==> src/rtl/oabf_pkg.sv <==
// Shared types and constants for the overlay alpha blend and fade block.
`default_nettype none
package oabf_pkg;

  localparam int SampleW = 8;
  localparam int RegW    = 11;
  localparam int FactorW = 9;

  localparam logic       REG_FADE_COUNT = 1'b0;
  localparam logic       REG_FADE_MAX   = 1'b1;

  localparam logic       REQ_IMAGE = 1'b0;
  localparam logic       REQ_BOX   = 1'b1;

  localparam logic [FactorW-1:0] FACTOR_NONE = 9'd255;
  localparam logic [FactorW-1:0] FACTOR_FULL = 9'd256;

  localparam logic [7:0]  BOX_ALPHA   = 8'd192;
  localparam logic [16:0] IMG_ROUND   = 17'h00080;
  localparam logic [16:0] BOX_ROUND   = 17'h00809;
  localparam logic signed [17:0] BLEND_ROUND = 18'sd128;

  typedef struct packed {
    logic               busy;
    logic [FactorW-1:0] factor;
  } fade_status_t;

endpackage
`default_nettype wire

==> src/rtl/overlay_alpha_blend_fade.sv <==
// Each accepted request passes through the three-stage blend pipeline to the master side.
// Throughput: one request per cycle while neither m_tready nor the fade divider stalls it.
// A fade register write holds s_tready low while the
// sequential divider recomputes the fade factor, one quotient bit per cycle.
// Reset sets both fade registers to -1, the fade factor to 255, and empties
// the pipeline.
`default_nettype none
module overlay_alpha_blend_fade (
  input  wire logic                        clk,
  input  wire logic                        rst,
  input  wire logic                        cfg_we,
  input  wire logic                        cfg_index,
  input  wire logic [oabf_pkg::RegW-1:0]   cfg_data,
  input  wire logic                        s_tvalid,
  output logic                             s_tready,
  input  wire logic [23:0]                 s_tdata,  // dest_sample, src_sample, src_alpha
  input  wire logic                        s_tuser,  // req_type
  output logic                             m_tvalid,
  input  wire logic                        m_tready,
  output logic [7:0]                       m_tdata,  // out_sample
  output logic                             m_tuser   // changed
);
  import oabf_pkg::*;

  fade_status_t status;

  oabf_fade u_fade (
    .clk       (clk),
    .rst       (rst),
    .cfg_we    (cfg_we),
    .cfg_index (cfg_index),
    .cfg_data  (cfg_data),
    .status    (status)
  );

  oabf_blend u_blend (
    .clk         (clk),
    .rst         (rst),
    .status      (status),
    .in_valid    (s_tvalid),
    .in_ready    (s_tready),
    .in_type     (s_tuser),
    .in_dest     (s_tdata[7:0]),
    .in_src      (s_tdata[15:8]),
    .in_alpha    (s_tdata[23:16]),
    .out_valid   (m_tvalid),
    .out_ready   (m_tready),
    .out_sample  (m_tdata),
    .out_changed (m_tuser)
  );

endmodule
`default_nettype wire

==> src/rtl/oabf_fade.sv <==
// Fade register file and the iterative divider that derives the fade factor.
`default_nettype none
module oabf_fade (
  input  wire logic                       clk,
  input  wire logic                       rst,
  input  wire logic                       cfg_we,
  input  wire logic                       cfg_index,
  input  wire logic [oabf_pkg::RegW-1:0]  cfg_data,
  output oabf_pkg::fade_status_t          status
);
  import oabf_pkg::*;

  localparam logic [1:0] ST_IDLE = 2'd0;
  localparam logic [1:0] ST_LOAD = 2'd1;
  localparam logic [1:0] ST_DIV  = 2'd2;

  logic [1:0]               state;
  logic signed [RegW-1:0]   fade_count;
  logic signed [RegW-1:0]   fade_max;
  logic [FactorW-1:0]       factor;
  logic [18:0]              rem;
  logic [18:0]              dsh;
  logic [FactorW-1:0]       quo;
  logic [3:0]               step;

  logic                     ge;
  logic [FactorW-1:0]       quo_next;

  assign ge       = rem >= dsh;
  assign quo_next = {quo[FactorW-2:0], ge};

  always_ff @(posedge clk) begin
    if (rst) begin
      state      <= ST_IDLE;
      fade_count <= '1;
      fade_max   <= '1;
      factor     <= FACTOR_NONE;
    end else if (cfg_we) begin
      if (cfg_index == REG_FADE_COUNT) begin
        fade_count <= cfg_data;
      end else begin
        fade_max <= cfg_data;
      end
      state <= ST_LOAD;
    end else begin
      case (state)
        ST_LOAD: begin
          if (fade_max <= 0 || fade_count < 0) begin
            factor <= FACTOR_NONE;
            state  <= ST_IDLE;
          end else if (fade_count >= fade_max) begin
            factor <= FACTOR_FULL;
            state  <= ST_IDLE;
          end else begin
            rem   <= {fade_count[9:0], 9'd0} + {9'd0, fade_max[9:0]};
            dsh   <= {fade_max[9:0], 9'd0};
            quo   <= '0;
            step  <= 4'd8;
            state <= ST_DIV;
          end
        end
        ST_DIV: begin
          if (ge) begin
            rem <= rem - dsh;
          end
          dsh  <= dsh >> 1;
          quo  <= quo_next;
          step <= step - 4'd1;
          if (step == 4'd0) begin
            factor <= quo_next;
            state  <= ST_IDLE;
          end
        end
        default: begin
          state <= ST_IDLE;
        end
      endcase
    end
  end

  assign status.busy   = state != ST_IDLE;
  assign status.factor = factor;

endmodule
`default_nettype wire

==> src/rtl/oabf_blend.sv <==
// Three-stage blend pipeline: alpha scaling, difference product, rounding.
`default_nettype none
module oabf_blend (
  input  wire logic                         clk,
  input  wire logic                         rst,
  input  wire oabf_pkg::fade_status_t       status,
  input  wire logic                         in_valid,
  output logic                              in_ready,
  input  wire logic                         in_type,
  input  wire logic [oabf_pkg::SampleW-1:0] in_dest,
  input  wire logic [oabf_pkg::SampleW-1:0] in_src,
  input  wire logic [oabf_pkg::SampleW-1:0] in_alpha,
  output logic                              out_valid,
  input  wire logic                         out_ready,
  output logic [oabf_pkg::SampleW-1:0]      out_sample,
  output logic                              out_changed
);
  import oabf_pkg::*;

  logic                      v1;
  logic                      v2;
  logic                      ready1;
  logic                      ready2;
  logic                      ready3;

  logic [SampleW-1:0]        a1;
  logic signed [SampleW:0]   diff1;
  logic [SampleW-1:0]        dest1;
  logic                      skip1;

  logic signed [17:0]        d2;
  logic [SampleW-1:0]        dest2;
  logic                      skip2;

  logic [16:0]               scaled;
  logic signed [17:0]        rounded;
  logic signed [9:0]         r3;

  assign ready3   = !out_valid || out_ready;
  assign ready2   = !v2 || ready3;
  assign ready1   = !v1 || ready2;
  assign in_ready = ready1 && !status.busy;

  always_comb begin
    if (in_type == REQ_IMAGE) begin
      scaled = {1'b0, in_alpha} * {8'd0, status.factor} + IMG_ROUND;
    end else begin
      scaled = {1'b0, BOX_ALPHA} * {8'd0, status.factor} + BOX_ROUND;
    end
  end

  assign rounded = d2 + (d2 >>> 8) + BLEND_ROUND;
  assign r3      = rounded[17:8];

  always_ff @(posedge clk) begin
    if (rst) begin
      v1        <= 1'b0;
      v2        <= 1'b0;
      out_valid <= 1'b0;
    end else begin
      if (ready1) begin
        v1 <= in_valid && in_ready;
      end
      if (ready2) begin
        v2 <= v1;
      end
      if (ready3) begin
        out_valid <= v2;
      end
    end
  end

  always_ff @(posedge clk) begin
    if (ready1) begin
      a1    <= scaled[15:8];
      dest1 <= in_dest;
      skip1 <= (in_type == REQ_IMAGE) && (in_alpha == '0);
      if (in_type == REQ_IMAGE) begin
        diff1 <= $signed({1'b0, in_src}) - $signed({1'b0, in_dest});
      end else begin
        diff1 <= -$signed({1'b0, in_dest});
      end
    end
    if (ready2) begin
      d2    <= $signed({{9{diff1[SampleW]}}, diff1}) * $signed({10'd0, a1});
      dest2 <= dest1;
      skip2 <= skip1;
    end
    if (ready3) begin
      if (skip2) begin
        out_sample  <= dest2;
        out_changed <= 1'b0;
      end else begin
        out_sample  <= dest2 + r3[7:0];
        out_changed <= 1'b1;
      end
    end
  end

endmodule
`default_nettype wire

==> config.mk <==
export PLATFORM = sky130hd
export DESIGN_NAME = overlay_alpha_blend_fade
export DESIGN_NICKNAME = d
export VERILOG_FILES = /design/src/rtl/oabf_pkg.sv /design/src/rtl/overlay_alpha_blend_fade.sv /design/src/rtl/oabf_fade.sv /design/src/rtl/oabf_blend.sv
export SDC_FILE = /design/constraint.sdc
export NUM_CORES = 1
export LEC_CHECK = 0
export BUFFER_PORTS_ARGS = -buffer_cell sky130_fd_sc_hd__buf_2
export CORE_AREA = 2 2 238 123
export CTS_BUF_LIST = sky130_fd_sc_hd__clkbuf_8
export DETAILED_ROUTE_END_ITERATION = 10
export DIE_AREA = 0 0 240 125
export PLACE_DENSITY = 0.78
export RECOVER_POWER = 25
export SLEW_MARGIN = 15
export SYNTH_ARGS = -nofsm -noshare
export SYNTH_HDL_FRONTEND = slang
export SYNTH_HIERARCHICAL = 1
export SYNTH_SLANG_ARGS = --single-unit
==> constraint.sdc <==
create_clock -name clk -period 16.5 [get_ports clk]
set_input_delay 4.95 -clock clk [delete_from_list [all_inputs] [get_ports clk]]
set_output_delay 4.95 -clock clk [all_outputs]
set_load 0.02 [all_outputs]
==> metrics.txt, run 1 <==
DR WL/cell=15.8 um; core box area=0.0282 mm^2; Initial DRT Pass Iterations=5; skew final=17.9 ps; Hold Crit Class=reg -> reg; required time of the critical path=11,550 ps; Final #Nets=1,769; met3 Use GR=4.81%; PortBufs=52; htree depth=4; post-synth top area share=24.4%; Die X=240 um; vias=9,990; final hold violation count=0; met2 Usage GRT=29.0%; Post-synth ARST share=0%; fmax=93.6 MHz; Vias per Instance=5.35; Initial Util=48.8%; RSZ-0062 raised after global routing=false; Post-synth EDFFs=112; Die ar.=0.0300 mm^2; max_slew headroom=-108%; Antenna Nets Post-Route=0; yosys warns=6; TritonCTS buffer count=17; Max Slew Vio Count=80; GR Util All Layers=20.7%; first-pass GRT wire length=49,500 um; # setup viols final=0; largest net degree at the start of global routing=80; Die H=125 um; TNS Setup=0 ps; total gr overflow=0; most common cell after layout, fill and taps aside=inv_1; initial antenna violation count=0; RePlAce Congestion=0.860; clk root buf=clkbuf_8; top cells by area, synth=edfxtp_1, fa_1, ha_1; minimum clock period=10,690 ps; post-synthesis sequential area ratio=29.7%; failing checks=capacitance limit, slew limit; Avg Cell Area, Syn=9.70 um^2; residual DRC count=0; share of layout cells above drive strength 1=8.26%; gr busiest metal=met1; Yosys cell types=73; Clock Latency Late Sink=480 ps; Slew @ Worst Pin=3120 ps; post-synth net total=1,724; critical path data arrival time=5740 ps; Antenna Cells=0; CTS sink count=148; Post-CTS Resized=0; hpwl dp=23,100 um; via count of the first global-routing pass=9,856; I/O pins=53; Worst setup SP type=input pin; CTS tree=built; Area growth syn-to-layout=7.77%; clk slew on worst S/H paths=80 ps; leading area contributor after synthesis=edfxtp_1; Row Count=44; outcome=finished, violations left; Max-cap violations=1; DRT Wirelength=29,500 um; CTS max path bufs=2; hold_buf cts=0; Max FO, Critical Path=6; violation count after the first detailed-route iteration=848; met1 Use GR=32.4%; period utilization=64.8%; #FFs+latches synth=148; Post-synth top flop=edfxtp_1; Worst setup EP type=output pin; commonest cells after routing, fill and taps aside=inv_1, ha_1, nand2_1; crit path kind=in -> out; Cells after Synth=1,419; post-synthesis cell area=0.0138 mm^2; Post-CTS Setup Repair Bufs=0
sequential cells by signal (all words and copies together) (netlist names):
| signal | flops |
|---|---|
| u_blend/diff1 | 9 |
| u_fade/quo | 8 |
| u_fade/fade_count | 11 |
| u_blend/out_valid | 1 |
| u_blend/out_changed | 1 |
| u_blend/skip1 | 1 |
| u_blend/a1 | 8 |
| u_fade/rem | 19 |
| u_fade/dsh | 19 |
| u_blend/dest2 | 8 |
| u_blend/v2 | 1 |
| u_blend/out_sample | 8 |
| u_blend/skip2 | 1 |
| u_blend/dest1 | 8 |
| u_fade/fade_max | 11 |
| u_fade/step | 4 |
| u_fade/state | 2 |
| u_fade/factor | 9 |
| u_blend/d2 | 18 |
| u_blend/v1 | 1 |
per-stage QoR:
stage | cell area, um^2 | cells | hold slack, ps | setup WS, ps | util (%)
2_1_floorplan | 13800 | 1419 | 400 | 6110 | -
3_3_place_gp | 14400 | 1835 | 405 | 5930 | 51.2
3_5_place_dp | 14400 | 1835 | 407 | 5840 | 51.2
4_1_cts | 14800 | 1867 | 415 | 5840 | 52.5
5_1_grt | 14800 | 1868 | 412 | 5760 | 52.6
6_report | 14800 | 1868 | 416 | 5810 | 52.6
area by class of cell:
| type | instances | area (um^2) |
|---|---|---|
| Clock inverter | 14 | 138 |
| Timing Repair Buffer | 57 | 314 |
| Multi-Input combinational cell | 1010 | 8690 |
| Tap cell | 391 | 489 |
| Clock buffer | 18 | 248 |
| Sequential cell | 148 | 4080 |
| Fill cell | 2497 | 13400 |
| Inverter | 230 | 863 |
worst max-delay path, cell delays in order:
cell and delay (ps):
buf_2 100, nor2b_1 360, a31oi_1 150, buf_2 180
synthesized netlist by cell type (23+ instances only):
cell,count
inv_1,230
ha_1,159
nand2_1,126
edfxtp_1,112
and2_1,110
fa_1,104
a21oi_1,75
nor2_1,54
xnor2_1,45
o21ai_0,40
nand3_1,38
dfxtp_1,36
xor2_1,32
a21o_1,23
final timing paths:
check / startpoint / endpoint / slack, ps / cells after the start
max: m_tready / s_tready / 5810 / 4
min: u_blend/dest1[3] / u_blend/dest2[3] / 420 / 0
max reg2reg: u_blend/a1[2] / u_blend/d2[17] / 11520 / 15
min reg2reg: u_blend/dest1[3] / u_blend/dest2[3] / 420 / 0
routing by layer:
layer  wire [um]  part of all wire (%)  up-vias
met4         227                  0.77        0
met5           0                     0        -
met1       15000                    51     4806
met2       12000                    41      316
met3        2240                   7.6       17
li1            -                     -     4851
cells by family after synthesis:
kind of cell    after synthesis  synth area share, %
xor+xnor                     77                 4.90
simple gates                429                 16.2
fa+ha+maj                   263                 29.6
compound gates              214                 10.2
flops                       148                 29.7
buf+inv                     261                 7.29
mux                          27                 2.12
Power of run 1 is left out: the tool's default activity adds up to more than one toggle a clock period on the data nets, which glitch-free logic cannot reach.
==> run 2, diff against run 1 <==
--- a/config.mk
+++ b/config.mk
@@ -5,11 +5,12 @@
 export SDC_FILE = /design/constraint.sdc
 export NUM_CORES = 1
 export LEC_CHECK = 0
+export ABC_AREA = 1
 export BUFFER_PORTS_ARGS = -buffer_cell sky130_fd_sc_hd__buf_2
-export CORE_AREA = 2 2 238 123
+export CORE_AREA = 2 2 242 125
 export CTS_BUF_LIST = sky130_fd_sc_hd__clkbuf_8
 export DETAILED_ROUTE_END_ITERATION = 10
-export DIE_AREA = 0 0 240 125
+export DIE_AREA = 0 0 244 127
 export PLACE_DENSITY = 0.78
 export RECOVER_POWER = 25
 export SLEW_MARGIN = 15
==> constraint.sdc (replaced) <==
create_clock -name clk -period 10.25 [get_ports clk]
set_input_delay 3.075 -clock clk [delete_from_list [all_inputs] [get_ports clk]]
set_output_delay 3.075 -clock clk [all_outputs]
set_load 0.02 [all_outputs]
==> run 2 against run 1 <==
  * Critical path depth rose by 4
  * First-iteration DRC count fell by 30%
  * Final cell count rose by 18%
  * Area after synthesis rose by 3.5%
  * Clock-buffer cell count fell by 1
  * The flow still finishes with violations (capacitance limit, slew limit)
  * Die area rose by 3.3%
  * Register-to-register slack got worse by 6100 ps
  * Worst hold slack improved by 11 ps
  * Highest routed layer unchanged
==> metrics.txt, run 2 <==
Slew @ Worst Pin=1510 ps (was 3120 ps); Final #Nets=2,112 (was 1,769); # setup viols final=0 (unchanged); via count of the first global-routing pass=11,100 (was 9,856); Initial DRT Pass Iterations=5 (unchanged); hpwl dp=23,900 um (was 23,100 um); residual DRC count=0 (unchanged); adder-cell share of the synthesized area=28.6% (was 29.6%); #FFs+latches synth=148 (unchanged); Max Slew Vio Count=27 (was 80); htree depth=4 (unchanged); Vias per Instance=5.04 (was 5.35); Hold Crit Class=reg -> reg (unchanged); final hold violation count=0 (unchanged); skew final=24.9 ps (was 17.9 ps); CTS sink count=148 (unchanged); Yosys cell types=44 (was 73); Post-synth EDFFs=112 (unchanged); Antenna Nets Post-Route=0 (unchanged); Cells after Synth=1,782 (was 1,419); Largest regs=u_fade/dsh (19), u_fade/rem (19), u_blend/d2 (18) (unchanged); failing checks=capacitance limit, slew limit (unchanged); Post-CTS Setup Repair Bufs=0 (unchanged); Placed Cells incl. Taps=2,179 (was 1,835); wire length on met1=13,100 um (was 15,000 um); post-synth top area share=23.6% (was 24.4%); Initial Util=49.7% (was 48.8%); largest net degree at the start of global routing=47 (was 80); top sig layer=met4 (unchanged); Die ar.=0.0310 mm^2 (was 0.0300 mm^2); yosys warns=6 (unchanged); RSZ-0062 raised after global routing=false (unchanged); most common cell in the netlist=nand2_1 (was inv_1); post-synthesis cell area=0.0142 mm^2 (was 0.0138 mm^2); DR WL/cell=13.4 um (was 15.8 um); largest family of logic cells by synthesized area=adder cells (unchanged); TritonCTS buffer count=17 (unchanged); I/O pins=53 (unchanged); Die H=127 um (was 125 um); first-pass GRT wire length=50,700 um (was 49,500 um); share of layout cells above drive strength 1=5.93% (was 8.26%); Worst setup SP type=input pin (unchanged); outcome=finished, violations left (unchanged); synth cell count leaders=nand2_1, inv_1, ha_1, edfxtp_1, fa_1 (was inv_1, ha_1, nand2_1, edfxtp_1, and2_1); Antenna Cells=0 (unchanged); met2 wire length=14,500 um (was 12,000 um); Post-synth ARST share=0% (unchanged); post-synthesis sequential area ratio=28.7% (was 29.7%); GR Util All Layers=20.1% (was 20.7%); Setup crit start=m_tready (unchanged); Area growth syn-to-layout=6.54% (was 7.77%); minimum clock period=7890 ps; crit path kind=in -> out (unchanged); RePlAce Congestion=0.886 (was 0.860); initial antenna violation count=0 (unchanged); hold_buf cts=0 (unchanged); clk slew on worst S/H paths=90 ps (was 80 ps); clk root buf=clkbuf_8 (unchanged); hold path start=u_blend/dest1[6] (was u_blend/dest1[3]); core box area=0.0287 mm^2 (was 0.0282 mm^2); TNS Setup=0 ps (unchanged); leading area contributor after synthesis=edfxtp_1 (unchanged); vias=11,100 (was 9,990); Post-synth top flop=edfxtp_1 (unchanged); DRT Wirelength=29,600 um (was 29,500 um); CTS max path bufs=2 (unchanged); multiplexer area fraction after synthesis=0% (was 2.12%); Max FO, Critical Path=28 (was 6); Post-Synth Simple-Gate Area=18.9% (was 16.2%); hold path depth=0 (unchanged); Final Instance Area=0.0152 mm^2 (was 0.0148 mm^2); critical path data arrival time=4820 ps (was 5740 ps); Synth Area in Compound Gates=8.41% (was 10.2%); most common cell after layout, fill and taps aside=nand2_1 (was inv_1); Die X=244 um (was 240 um); commonest cells after routing, fill and taps aside=nand2_1, inv_1, ha_1 (was inv_1, ha_1, nand2_1); Worst setup EP type=output pin (unchanged); top cells by area, synth=edfxtp_1, fa_1, ha_1 (unchanged); period utilization=77.0%; Finished Layout Cells=2,211 (was 1,868); fmax=127 MHz; CTS tree=built (unchanged); xor and xnor area share after synthesis=2.89% (was 4.90%); max_slew headroom=-0.347% (was -108%); Avg Cell Area, Syn=7.99 um^2 (was 9.70 um^2); Util after Layout=52.9% (was 52.6%); Clock Latency Late Sink=500 ps (was 480 ps); placed cell area=0.0148 mm^2 (was 0.0144 mm^2); total gr overflow=0 (unchanged); met3 WL post-DR=1220 um (was 2240 um); required time of the critical path=7180 ps (was 11,550 ps); Row Count=44 (unchanged); Max-cap violations=1 (unchanged); Post-CTS Resized=0 (unchanged); post-synth net total=2,087 (was 1,724); cells on worst reg2reg path=18 (was 15); violation count after the first detailed-route iteration=595 (was 848); Reg-to-Reg Start=u_blend/diff1[8] (was u_blend/a1[2]); PortBufs=52 (unchanged)
==> run 2: critical path, cell delays in order <==
cell	delay [ps]
buf_2	90
inv_1	40
nand2_1	270
nor2_1	230
nand2_1	660
nand2_1	230
inv_1	50
buf_2	150
==> run 2: logic make-up (layout without fill, tap and decap cells) <==
kind of cell | Yosys count | after routing
and+or+nand+nor | 647 | 647
buffers and inverters | 466 | 504
adders and majority gates | 263 | 263
AOI/OAI and AO/OA | 211 | 211
DFF | 148 | 148
xor gates and xnor gates | 47 | 47
==> run 2: cell type report <==
type                            count  area (um^2)
Multi-Input combinational cell   1168         8380
Sequential cell                   148         4080
Clock inverter                     15          139
Clock buffer                       17          234
Tap cell                          391          489
Inverter                          416         1560
Fill cell                        2617        13500
Timing Repair Buffer               56          285
==> run 2: worst paths after layout <==
path	endpoint	slack, ps
worst max register to register	u_blend/d2[17]	5470
worst max-delay path	s_tready	2360
worst min-delay path	u_blend/dest2[6]	430
worst min register to register	u_blend/dest2[6]	430
==> run 2: per-layer routing <==
layer | vias up | track usage [%]
met5 | - | 0
met4 | 0 | 7.07
met3 | 58 | 3.66
met2 | 240 | 36.3
met1 | 5222 | 24.2
li1 | 5619 | -
==> run 2: metrics by stage <==
step           setup WS [ps]  hold WS [ps]
6_report                2360           427
5_1_grt                 2090           440
4_1_cts                 2320           428
3_5_place_dp            2330           406
3_3_place_gp            2380           402
2_1_floorplan           2850           400
Power of run 2 is left out for the same reason.
